## config.mk

```make
export PLATFORM = sky130hd
export DESIGN_NAME = gvfm_control
export DESIGN_NICKNAME = d
export VERILOG_FILES = /design/src/sv/gvfm_pkg.sv /design/src/sv/gvfm_control.sv
export SDC_FILE = /design/constraint.sdc
export NUM_CORES = 1
export LEC_CHECK = 0
export ABC_CLOCK_PERIOD_IN_PS = 1800
export BUFFER_PORTS_ARGS = -buffer_cell sky130_fd_sc_hd__buf_2
export CAP_MARGIN = 20
export CORE_MARGIN = 2
export CORE_UTILIZATION = 38
export DETAILED_ROUTE_END_ITERATION = 10
export HOLD_SLACK_MARGIN = 0.02
export PLACE_DENSITY = 0.71
export SYNTH_ARGS = -nofsm -noshare
export SYNTH_HDL_FRONTEND = slang
export SYNTH_SLANG_ARGS = --single-unit
```

## constraint.sdc

```tcl
create_clock -name clock -period 1.8 [get_ports clock]
set_clock_uncertainty 0.05 [all_clocks]
set_input_delay 0.18 -clock clock [delete_from_list [all_inputs] [get_ports clock]]
set_output_delay 0.18 -clock clock [all_outputs]
set_load 0.03 [all_outputs]
```

## src/sv/gvfm_pkg.sv

```systemverilog
// ----------------------------------------------------------------------------
// gvfm_pkg
// Shared types for the greedy voxel face mesher: controller commands and
// status, the controller state encoding, register indexes and actions.
// ----------------------------------------------------------------------------
package gvfm_pkg;

   // configuration register indexes
   localparam logic [1:0] REG_SIZE_X = 2'd0;
   localparam logic [1:0] REG_SIZE_Y = 2'd1;
   localparam logic [1:0] REG_SIZE_Z = 2'd2;

   // request actions
   localparam logic ACT_LOAD = 1'b0;
   localparam logic ACT_QUAD = 1'b1;

   typedef enum logic [3:0] {
      ST_IDLE,
      ST_BUILD_RD,
      ST_BUILD_WR,
      ST_SEEK_RD,
      ST_SEEK_CHK,
      ST_GROWU_RD,
      ST_GROWU_CHK,
      ST_GROWV_RD,
      ST_GROWV_CHK,
      ST_CLEAR,
      ST_EMIT,
      ST_NEXT_SLICE
   } state_type;

   typedef struct packed {
      logic restart;      // reset scan position
      logic load;         // store the input voxel
      logic build_start;  // start a mask build pass
      logic build_rd;     // issue voxel reads for current mask cell
      logic build_wr;     // write mask cell, advance build counter
      logic seek_rd;      // read mask at scan cell
      logic seek_adv;     // advance scan cell
      logic grow_init;    // latch seed cell
      logic growu_rd;     // read mask at cell right of run
      logic growu_adv;    // widen run
      logic growv_start;  // start checking next row
      logic growv_rd;     // read mask in candidate row
      logic growv_col;    // advance column within row
      logic growv_row;    // accept row, increase height
      logic clear_start;
      logic clear_step;   // clear one cell of the rectangle
      logic emit_quad;
      logic emit_done;
      logic next_slice;
      logic mask_built_set;
   } cmd_type;

   typedef struct packed {
      logic build_last;   // build counter at final cell
      logic axes_done;    // all axes scanned
      logic seek_end;     // scan cell beyond plane
      logic cell_nonzero; // mask read data not air
      logic seed_merge;   // seed cell mergeable
      logic u_match;      // cell right of run matches and in range
      logic v_in_range;   // another row exists
      logic v_match;      // candidate row cell matches
      logic v_col_last;   // final column of candidate row
      logic clear_last;
      logic mask_built;
   } stat_type;

endpackage

```

## src/sv/gvfm_control.sv

```systemverilog
// ----------------------------------------------------------------------------
// gvfm_control
// Sequencer: voxel load, mask build, seek, greedy grow, clear, slice advance and result handshake.
// ----------------------------------------------------------------------------
module gvfm_control
   import gvfm_pkg::*;
(
   input  logic     clock,
   input  logic     reset,
   input  logic     req_valid,
   output logic     req_ready,
   input  logic     req_action,
   output logic     rsp_valid,
   input  logic     rsp_ready,
   input  logic     csr_write,
   input  stat_type stat,
   output cmd_type  cmd
);

   state_type state_ff, state_in;
   logic      rv_ff, rv_in;

   always_ff @(posedge clock) begin
      if (reset) begin
         state_ff <= ST_IDLE;
         rv_ff    <= 1'b0;
      end else begin
         state_ff <= state_in;
         rv_ff    <= rv_in;
      end
   end

   assign rsp_valid = rv_ff;
   assign req_ready = (state_ff == ST_IDLE) && !rv_ff;

   always_comb begin
      logic acc;
      acc = req_valid && req_ready;
      state_in = state_ff;
      rv_in = rv_ff && !rsp_ready;
      cmd = '0;
      cmd.restart = csr_write;
      unique case (state_ff)
         ST_IDLE: begin
            if (acc && req_action == ACT_LOAD) begin
               cmd.load = 1'b1;
               cmd.restart = 1'b1;
            end else if (acc) begin
               state_in = ST_NEXT_SLICE;
               if (stat.axes_done) begin
                  state_in = ST_EMIT;
               end else if (!stat.mask_built) begin
                  cmd.build_start = 1'b1;
                  state_in = ST_BUILD_RD;
               end else begin
                  state_in = ST_SEEK_RD;
               end
            end
         end
         ST_BUILD_RD: begin
            cmd.build_rd = 1'b1;
            state_in = ST_BUILD_WR;
         end
         ST_BUILD_WR: begin
            cmd.build_wr = 1'b1;
            if (stat.build_last) begin
               cmd.mask_built_set = 1'b1;
               state_in = ST_SEEK_RD;
            end else begin
               state_in = ST_BUILD_RD;
            end
         end
         ST_SEEK_RD: begin
            cmd.seek_rd = 1'b1;
            state_in = stat.seek_end ? ST_NEXT_SLICE : ST_SEEK_CHK;
         end
         ST_SEEK_CHK: begin
            if (stat.cell_nonzero) begin
               cmd.grow_init = 1'b1;
               state_in = ST_GROWU_RD;
            end else begin
               cmd.seek_adv = 1'b1;
               state_in = ST_SEEK_RD;
            end
         end
         ST_GROWU_RD: begin
            if (!stat.seed_merge) begin
               cmd.clear_start = 1'b1;
               state_in = ST_CLEAR;
            end else begin
               cmd.growu_rd = 1'b1;
               state_in = ST_GROWU_CHK;
            end
         end
         ST_GROWU_CHK: begin
            if (stat.u_match) begin
               cmd.growu_adv = 1'b1;
               state_in = ST_GROWU_RD;
            end else begin
               cmd.growv_start = 1'b1;
               state_in = ST_GROWV_RD;
            end
         end
         ST_GROWV_RD: begin
            if (!stat.v_in_range) begin
               cmd.clear_start = 1'b1;
               state_in = ST_CLEAR;
            end else begin
               cmd.growv_rd = 1'b1;
               state_in = ST_GROWV_CHK;
            end
         end
         ST_GROWV_CHK: begin
            if (!stat.v_match) begin
               cmd.clear_start = 1'b1;
               state_in = ST_CLEAR;
            end else if (stat.v_col_last) begin
               cmd.growv_row = 1'b1;
               state_in = ST_GROWV_RD;
            end else begin
               cmd.growv_col = 1'b1;
               state_in = ST_GROWV_RD;
            end
         end
         ST_CLEAR: begin
            cmd.clear_step = 1'b1;
            if (stat.clear_last) begin
               cmd.emit_quad = 1'b1;
               rv_in = 1'b1;
               state_in = ST_IDLE;
            end
         end
         ST_EMIT: begin
            cmd.emit_done = 1'b1;
            rv_in = 1'b1;
            state_in = ST_IDLE;
         end
         ST_NEXT_SLICE: begin
            if (stat.axes_done) begin
               state_in = ST_EMIT;
            end else if (stat.mask_built) begin
               cmd.next_slice = 1'b1;
            end else begin
               cmd.build_start = 1'b1;
               state_in = ST_BUILD_RD;
            end
         end
         default: state_in = ST_IDLE;
      endcase
   end

endmodule

```

==> results of run 1 <==
==> layout make-up <==
type                            count  area (um2)  area share (%)
Sequential cell                     5         101            9.84
Clock buffer                        4        26.3            2.55
Tap cell                           25        31.3            3.04
Timing Repair Buffer               44         263            25.5
Inverter                            2        7.51           0.729
Multi-Input combinational cell     91         601            58.3
==> kinds of logic (layout without fill, tap and decap cells) <==
group	count (synthesis)	after routing	synth area share (%)
AO/OA/AOI/OAI	23	23	21.0
buffers and inverters	10	50	6.94
flip-flops	5	5	14.2
AND/OR/NAND/NOR	68	68	57.8
==> worst max path at each step <==
stage / startpoint / end
4_1_cts: state_ff[0] / cmd[19]
6_report: state_ff[0] / cmd[19]
3_3_place_gp: state_ff[3] / cmd[19]
2_1_floorplan: state_ff[1] / cmd[5]
3_5_place_dp: state_ff[3] / cmd[19]
5_1_grt: state_ff[0] / cmd[17]
==> sequential cells by signal, indices dropped and copies added (netlist names) <==
name       count
rsp_valid      1
state_ff       4
==> through the flow <==
step | setup TNS [ps] | utilization (%) | total power, mW | hold WS, ps | area (um2)
floorplan | 0 | - | 0.824 | 318 | 712
global placement | 0 | 53.4 | 1.01 | 460 | 922
detailed placement | 0 | 53.4 | 1.02 | 447 | 922
CTS | -382 | 56.4 | 1.20 | 190 | 973
global route | -631 | 59.6 | 1.40 | 208 | 1030
finish | -306 | 59.6 | 1.30 | 203 | 1030
==> worst max-delay path, delay by kind of cell, from the launching register on <==
| kind | cells | cell delay, ps |
|---|---|---|
| and+or+nand+nor | 4 | 1030 |
| DFF | 1 | 310 |
| buffers and inverters | 1 | 120 |
==> routing by layer <==
layer	part of all wire, %	GRT usage (%)	up-vias	wire [um]
met4	2.6	13.9	0	57
met1	43	25.2	437	936
li1	-	-	467	-
met5	0	0	-	0
met3	5.0	1.54	7	109
met2	50	33.4	33	1080
==> power by group through the flow <==
stage / logic, mW / registers (mW) / clock network, mW
global route: 1.08 / 0.172 / 0.143
finish: 1.00 / 0.171 / 0.127
CTS: 0.904 / 0.161 / 0.135
detailed placement: 0.861 / 0.163 / 0
floorplan: 0.649 / 0.175 / 0
global placement: 0.852 / 0.158 / 0
==> synth_stat cells (2+ instances only) <==
cell                        n
sky130_fd_sc_hd__dfxtp_1    5
sky130_fd_sc_hd__o21a_1     2
sky130_fd_sc_hd__nor2_1    13
sky130_fd_sc_hd__nand3b_1   2
sky130_fd_sc_hd__a21oi_1    7
sky130_fd_sc_hd__inv_1      2
sky130_fd_sc_hd__nor2b_1    9
sky130_fd_sc_hd__nand2b_1   3
sky130_fd_sc_hd__nand3_1    4
sky130_fd_sc_hd__nor3_1     6
sky130_fd_sc_hd__and2_1     3
sky130_fd_sc_hd__nand2_1    6
sky130_fd_sc_hd__and3_1     6
sky130_fd_sc_hd__o21ai_0    6
sky130_fd_sc_hd__buf_2      6
==> repair_timing <==
action                     in CTS  in global routing
pin swaps                       3                  0
setup buffers                   1                  0
hold endpoints to repair        0                  0
gates cloned                    0                  1
resized for setup               5                 18
setup endpoints to repair       6                 13
==> summary.md, run 1 <==
| Metric | Value |
|---|---|
| Clock buffers created by TritonCTS | `3` |
| Arrival time at the worst endpoint | `1700 ps` |
| First-pass GRT wire length | `3190 um` |
| Count of maximum capacitance violations | `0` |
| Number of nets with antenna violations after routing | `0` |
| Skew-Pair Late Insertion Delay | `240 ps` |
| Number of hold violations in the final report | `0` |
| Master of the slowest instance on the critical path | `sky130_fd_sc_hd__or4_4` |
| Reg-to-reg endpoint | `state_ff[3]` |
| Post-CTS clock slew at the launch and capture registers of the worst setup and hold paths | `40 ps` |
| Combinational fraction of design power | `77.1%` |
| Sinks on the clock net | `5` |
| Flop-to-flop setup slack | `240 ps` |
| Number of distinct library cell variants in the gate-level netlist after synthesis | `41` |
| Leakage power | `0.498 nW` |
| Worst EP required | `1570 ps` |
| Worst path setup slack after routing | `-132 ps` |
| Placed cell count | `165` |
| Synth Area per Inst | `6.63 um2` |
| Number of cells on the worst reg-to-reg path | `5` |
| Reg-to-reg critical path startpoint | `state_ff[0]` |
| Via count of the first global-routing pass | `769` |
| #FFs+latches synth | `5` |
| Final cell count without fillers | `171` |
| Core area | `1730 um2` |
| Violated checks | `setup timing` |
| Net switching power figure | `0.663 mW` |
| Die Area | `2210 um2` |
| Top library cells by usage in the layout, fill and taps aside | `33 x sky130_fd_sc_hd__buf_2, 12 x sky130_fd_sc_hd__nor2_1, 7 x sky130_fd_sc_hd__a21oi_1` |
| Outcome | `complete, but fails checks` |
| Cells taking the most area after synthesis | `sky130_fd_sc_hd__dfxtp_1 14%, sky130_fd_sc_hd__nor2b_1 8.0%, sky130_fd_sc_hd__nor2_1 6.9%` |
| Hold buffers post-CTS | `0` |
| Portion of the clock cycle consumed by the worst path in the final layout | `107%` |
| Post-DP HPWL | `1560 um` |
| Final #Nets | `164` |
| Setup violation total in the final timing report | `4` |
| CP startpoint kind | `register` |
| Die Height | `47.0 um` |
| Ports placed on the boundary | `39` |
| Weighted congestion at the end of routability-driven global placement | `0.831` |
| Cell Chain, Critical Path | `or4_4, nor3b_4, and2b_2, or2_4, buf_6` |
| Cell count after synthesis | `106` |
| Area share of the largest cell type after synthesis | `14.2%` |
| Hold worst-path end | `rsp_valid` |
| Port-buffer cells | `38` |
| Maximum fanout count along the critical path | `2` |
| Total congestion overflow | `0` |
| Commonest register cell after synthesis | `sky130_fd_sc_hd__dfxtp_1` |
| Clock tree from TritonCTS | `built` |
| Diode insertion count for antenna repair | `0` |
| Effective utilization at floorplan | `40.7%` |
| Commonest non-fill, non-tap cell in the layout | `sky130_fd_sc_hd__buf_2` |
| Headroom to the max-slew limit | `79.8%` |
| Global-route usage over all layers | `20.3%` |
| Min-delay worst type | `in2reg` |
| Peak clock frequency supported by timing | `518 MHz` |
| P per Cell Area | `1260 nW/um2` |
| Worst Hold Depth | `3` |
| H-Tree Depth | `1` |
| Number of detailed-route iterations in the first pass | `4` |
| Setup Slack @ Placement | `67.0 ps` |
| Via-per-instance ratio | `5.52` |
| Yosys Warn Count | `0` |
| Horizontal die dimension | `47.0 um` |
| Clock period minus final worst setup slack | `1930 ps` |
| Startpoint of the tightest hold check path | `reset` |
| Kind of end point of the critical path | `output port` |
| Number of synthesized flops with an enable pin | `0` |
| Clock power share | `9.7%` |
| Rows | `15` |
| Layout cell share with drive strength beyond 1 | `41.8%` |
| Most area-hungry cell type in the Yosys netlist | `sky130_fd_sc_hd__dfxtp_1` |
| Largest net degree at the start of global routing | `26` |
| Via total after detailed routing | `944` |
| Part of the total power dissipated in sequential elements | `13.1%` |
| Async S/R FF share, synth | `0%` |
| Worst path max stage delay | `550 ps` |
| Filler instances | `171` |
| Layout-stage area growth over the synthesis result | `46.4%` |
| DR iter-0 viols | `16` |
| Drt total wl | `2190 um` |
| Sequential cell area fraction in the yosys report | `14.2%` |
| # DRC | `0` |
| Clk root buf | `sky130_fd_sc_hd__clkbuf_4` |
| Post-DR wirelength/cell | `12.8 um` |
| Count of final max-slew check failures | `0` |
| Deepest clock path buffer count | `2` |
| Area of the mapped netlist | `703 um2` |
| Cell internal power dissipation | `0.637 mW` |
| RSZ-0062 raised after global routing | `true` |
| Number of nets in the synthesized netlist | `123` |
| Type of the setup path with the least slack | `reg2out` |
| Worst slew pin tran | `302 ps` |
| Sw Ratio | `51.0%` |
| Initial antenna violation count | `0` |
| Maximum VDD drop | `0.921 mV` |
(Power assumes the default switching activity.)
==> run 2: changes to the inputs <==
ABC_CLOCK_PERIOD_IN_PS = 2200   (was 1800)
GPL_ROUTABILITY_DRIVEN = 0   (was not set)
clock period = 2.2 ns   (was 1.8 ns; I/O delays follow)
==> run 2 against run 1 <==
The run now ends clean. Die area stayed put. Power is 28% lower. Clock power is 21% lower. Hold slack better by 66 ps. Critical endpoint unchanged. Highest routed layer unchanged.
==> summary.md, run 2 (same netlist as run 1, synthesis figures left out) <==
| Metric | Value |
|---|---|
| Number of hold violations in the final report | `0` |
| Peak clock frequency supported by timing | `484 MHz` |
| Clock tree from TritonCTS | `built` |
| Die Area | `2210 um2` |
| Area used by multi-input combinational logic | `554 um2` |
| Layout-stage area growth over the synthesis result | `33.6%` |
| Placed cell count | `165` |
| Overall power consumption | `0.936 mW` |
| Sw Ratio | `52.8%` |
| Count of maximum capacitance violations | `0` |
| Critical path's top delay family | `simple AND/OR/NAND/NOR gates` |
| Clock period minus final worst setup slack | `2060 ps` |
| Arrival time at the worst endpoint | `1790 ps` |
| Number of buffers inserted by post-CTS setup repair | `0` |
| Maximum VDD drop | `0.646 mV` |
| Commonest non-fill, non-tap cell in the layout | `sky130_fd_sc_hd__buf_2` |
| Combinational fraction of design power | `73.0%` |
| Setup violation total in the final timing report | `0` |
| Met2 wire len | `1050 um` |
| Post-DR wirelength/cell | `11.9 um` |
| Worst slew pin tran | `372 ps` |
| Outcome | `complete, no violations` |
| Core area | `1730 um2` |
| Diode insertion count for antenna repair | `0` |
| Rows | `15` |
| Ports placed on the boundary | `39` |
| DR iter-0 viols | `11` |
| Total Negative Setup Slacks | `0 ps` |
| Post-Route M1 WL | `896 um` |
| # DRC | `0` |
| Topmost layer with routed signal wires | `met4` |
| Filler instances | `186` |
| Portion of the clock cycle consumed by the worst path in the final layout | `93.8%` |
| Part of the total power dissipated in sequential elements | `16.2%` |
| Deepest clock path buffer count | `2` |
| CP startpoint kind | `register` |
| Drt total wl | `2010 um` |
| Resize count post-CTS | `0` |
| P per Cell Area | `997 nW/um2` |
| Placement-stage cell area | `913 um2` |
| Post-CTS clock slew at the launch and capture registers of the worst setup and hold paths | `40 ps` |
| Net switching power figure | `0.494 mW` |
| Final core area utilization | `54.4%` |
| Cell internal power dissipation | `0.442 mW` |
| Worst path max stage delay | `480 ps` |
| Final cell count without fillers | `169` |
| Horizontal die dimension | `47.0 um` |
| Reg area | `100 um2` |
| Type of the setup path with the least slack | `reg2out` |
| Post-DP HPWL | `1570 um` |
| Hold_ws | `269 ps` |
| Number of detailed-route iterations in the first pass | `4` |
| Effective utilization at floorplan | `40.7%` |
| Port-buffer cells | `38` |
| Cell Chain, Critical Path | `or4_4, nor3b_2, and2b_1, or2_1, buf_2` |
| Register name with the most flops | `state_ff` |
| WP buf/inv | `1` |
| Setup Slack @ Placement | `396 ps` |
| Kind of end point of the critical path | `output port` |
| Via count of the first global-routing pass | `818` |
| Layout cell share with drive strength beyond 1 | `33.3%` |
| Clock buffers created by TritonCTS | `3` |
| Die Height | `47.0 um` |
| Via-per-instance ratio | `5.25` |
| Hold buffers post-CTS | `0` |
| Initial antenna violation count | `0` |
| Number of nets with antenna violations after routing | `0` |
| Sinks on the clock net | `5` |
| Count of final max-slew check failures | `0` |
| Amount of wire on met3 after detailed routing | `59 um` |
| Largest net degree at the start of global routing | `24` |
| Leakage power | `0.477 nW` |
| Maximum fanout count along the critical path | `13` |
| Via total after detailed routing | `888` |
| Total congestion overflow | `0` |
| H-Tree Depth | `1` |
| Max FFs per register | `4` |
| Top library cells by usage in the layout, fill and taps aside | `38 x sky130_fd_sc_hd__buf_2, 13 x sky130_fd_sc_hd__nor2_1, 9 x sky130_fd_sc_hd__nor2b_1` |
| Final #Nets | `162` |
| Master of the slowest instance on the critical path | `sky130_fd_sc_hd__or4_4` |
| Worst path setup slack after routing | `136 ps` |
| RSZ-0062 raised after global routing | `false` |
| Skew-Pair Late Insertion Delay | `230 ps` |
| Global-route usage over all layers | `20.6%` |
| Min-delay worst type | `in2reg` |
| Headroom to the max-slew limit | `75.2%` |
| Clk root buf | `sky130_fd_sc_hd__clkbuf_4` |
| Clock power share | `10.7%` |
| Post-route cell area | `940 um2` |
| Flop-to-flop setup slack | `540 ps` |
| First-pass GRT wire length | `3320 um` |
| Worst EP required | `1930 ps` |
run 2: power groups by stage:
stage / registers (mW) / clock network [mW] / logic (mW)
after floorplan: 0.143 / 0 / 0.525
after global placement: 0.150 / 0 / 0.671
after detailed placement: 0.152 / 0 / 0.682
after CTS: 0.151 / 0.107 / 0.685
after global routing: 0.158 / 0.115 / 0.746
final: 0.152 / 0.100 / 0.684
run 2: worst paths after layout:
check	startpoint	endpoint	cells after the start
max	state_ff[0]	cmd[19]	5
min	reset	rsp_valid	3
max reg2reg	state_ff[0]	state_ff[1]	5
min reg2reg	state_ff[0]	state_ff[3]	2
run 2: worst min-delay path, stage by stage:
cell	delay (ps)
sky130_fd_sc_hd__buf_2	100
sky130_fd_sc_hd__inv_1	80
sky130_fd_sc_hd__o31a_1	110
run 2: cell type report:
cell class                      count  share of cell area (%)
Timing Repair Buffer               42                    23.4
Sequential cell                     5                    10.7
Inverter                            2                   0.799
Clock buffer                        4                    2.80
Tap cell                           25                    3.33
Multi-Input combinational cell     91                    59.0
run 2: per-layer routing:
metal  vias up  track usage [%]
li1        462                -
met1       406             24.7
met2        18             37.3
met3         2             1.92
met4         0             8.33
met5         -                0
==> run 3: changes to the inputs <==
CORE_MARGIN = not set   (was 2)
CTS_CLUSTER_DIAMETER = 150   (was not set)
==> run 3 against run 2 <==
Global-route usage grew 1.3 points. Register-to-register slack improved by 20 ps. First-iteration DRC count rose by 36%. Combinational power down 2%. Non-clock buffer count is the same. Worst setup slack improved by 32 ps. Sequential power grew 9%. Via count is 1.7% higher. Cell count stayed put. Maximum frequency up 1.6%. Largest cell class unchanged.
==> summary.md, run 3 (same netlist as run 1, synthesis figures left out) <==
| Metric | Value |
|---|---|
| Die Height | `45.0 um` |
| Deepest clock path buffer count | `2` |
| Port-buffer cells | `38` |
| Type of the setup path with the least slack | `reg2out` |
| Effective utilization at floorplan | `40.7%` |
| Core area | `1730 um2` |
| Count of final max-slew check failures | `0` |
| Total congestion overflow | `0` |
| Rows | `15` |
| Final #Nets | `162` |
| Skew-Pair Late Insertion Delay | `240 ps` |
| Total Negative Setup Slacks | `0 ps` |
| Outcome | `complete, no violations` |
| Clock power share | `10.9%` |
| Net switching power figure | `0.495 mW` |
| # DRC | `0` |
| Setup violation total in the final timing report | `0` |
| Resize count post-CTS | `0` |
| Worst EP required | `1930 ps` |
| First-pass GRT wire length | `3330 um` |
| Reg-to-reg endpoint | `state_ff[1]` |
| Post-CTS clock slew at the launch and capture registers of the worst setup and hold paths | `40 ps` |
| Combinational fraction of design power | `71.6%` |
| Headroom to the max-slew limit | `78.6%` |
| Sinks on the clock net | `5` |
| Number of buffers inserted by post-CTS setup repair | `0` |
| Arrival time at the worst endpoint | `1760 ps` |
| Post-DR wirelength/cell | `11.6 um` |
| Worst slew pin tran | `320 ps` |
| Number of detailed-route iterations in the first pass | `4` |
| CP startpoint kind | `register` |
| Top library cells by usage in the layout, fill and taps aside | `38 x sky130_fd_sc_hd__buf_2, 13 x sky130_fd_sc_hd__nor2_1, 9 x sky130_fd_sc_hd__nor2b_1` |
| Capture point of the critical path | `cmd[19]` |
| Leakage power | `0.478 nW` |
| Setup crit start | `state_ff[0]` |
| Min-delay worst type | `in2reg` |
| Hold_ws | `244 ps` |
| Part of the total power dissipated in sequential elements | `17.5%` |
| Number of cells on the worst reg-to-reg path | `5` |
| Count of maximum capacitance violations | `0` |
| P per Cell Area | `998 nW/um2` |
| Horizontal die dimension | `45.0 um` |
| Kind of end point of the critical path | `output port` |
| Cell internal power dissipation | `0.444 mW` |
| RSZ-0062 raised after global routing | `false` |
| DR iter-0 viols | `15` |
| Diode insertion count for antenna repair | `0` |
| Portion of the clock cycle consumed by the worst path in the final layout | `92.4%` |
| Maximum VDD drop | `0.668 mV` |
| Reg-to-reg critical path startpoint | `state_ff[0]` |
| Number of nets with antenna violations after routing | `0` |
| Register name with the most flops | `state_ff` |
| Layout-stage area growth over the synthesis result | `33.8%` |
| Drt total wl | `1960 um` |
| Startpoint of the tightest hold check path | `reset` |
| Commonest non-fill, non-tap cell in the layout | `sky130_fd_sc_hd__buf_2` |
| Overall power consumption | `0.939 mW` |
| Peak clock frequency supported by timing | `492 MHz` |
| Largest net degree at the start of global routing | `24` |
| Layout cell share with drive strength beyond 1 | `34.0%` |
| Post-DP HPWL | `1490 um` |
| Via total after detailed routing | `903` |
| Via count of the first global-routing pass | `773` |
| Clock tree from TritonCTS | `built` |
| Number of hold violations in the final report | `0` |
| Clock period minus final worst setup slack | `2030 ps` |
| Maximum fanout count along the critical path | `18` |
| Die Area | `2030 um2` |
| Clk root buf | `sky130_fd_sc_hd__clkbuf_4` |
| Max FFs per register | `4` |
| Sw Ratio | `52.7%` |
| Via-per-instance ratio | `5.34` |
| H-Tree Depth | `1` |
| Ports placed on the boundary | `39` |
| Clock buffers created by TritonCTS | `3` |
| Hold buffers post-CTS | `0` |
| Global-route usage over all layers | `21.9%` |
| Flop-to-flop setup slack | `560 ps` |
| Initial antenna violation count | `0` |
-- run 3: cell types whose count changed in the layout (fill, tap and decap cells not counted) --
cell and change:
sky130_fd_sc_hd__dfxtp_1 -1, sky130_fd_sc_hd__dfxtp_2 +1
-- run 3: worst min-delay path by stage --
stage / to / slack (ps) / cells after the start
floorplan: state_ff[2] / 360 / 2
global route: state_ff[2] / 260 / 3
detailed placement: rsp_valid / 490 / 3
CTS: rsp_valid / 240 / 3
global placement: rsp_valid / 500 / 3
finish: rsp_valid / 240 / 3
-- run 3: per-layer routing --
| layer | share of wire, % | GRT usage (%) | vias up | wire length (um) |
|---|---|---|---|---|
| met5 | 0 | 0 | - | 0 |
| met4 | 0 | 10.3 | 0 | 0 |
| met3 | 4.7 | 2.80 | 0 | 93 |
| met2 | 49 | 34.2 | 25 | 958 |
| met1 | 46 | 29.7 | 417 | 907 |
| li1 | - | - | 461 | - |
-- run 3: final cells by class --
| type | instances | area (um2) |
|---|---|---|
| repair buffers | 42 | 220 |
| well taps | 25 | 31.3 |
| clock buffers | 4 | 26.3 |
| fillers | 203 | 786 |
| multi-input cells | 91 | 554 |
| flip-flops and latches | 5 | 101 |
| inverters | 2 | 7.51 |
-- run 3: metrics by stage --
stage	instance area (um2)	cells	util, %	setup WS, ps
2_1_floorplan	703	106	-	158
3_3_place_gp	913	165	52.9	402
3_5_place_dp	913	165	52.9	340
4_1_cts	940	169	54.4	74.3
5_1_grt	941	169	54.5	82.1
6_report	941	169	54.5	168
-- run 3: power by group through the flow --
stage	Combinational, mW	Sequential (mW)	Clock (mW)
global route	0.736	0.171	0.119
detailed placement	0.670	0.162	0
finish	0.672	0.165	0.102
global placement	0.658	0.160	0
floorplan	0.525	0.143	0
CTS	0.670	0.161	0.109
-- run 3: critical path: stages (launching register included) --
cell and delay, ps:
sky130_fd_sc_hd__dfxtp_2 400, sky130_fd_sc_hd__or4_4 470, sky130_fd_sc_hd__nor3b_2 220, sky130_fd_sc_hd__and2b_1 160
sky130_fd_sc_hd__or2_1 90, sky130_fd_sc_hd__buf_2 190
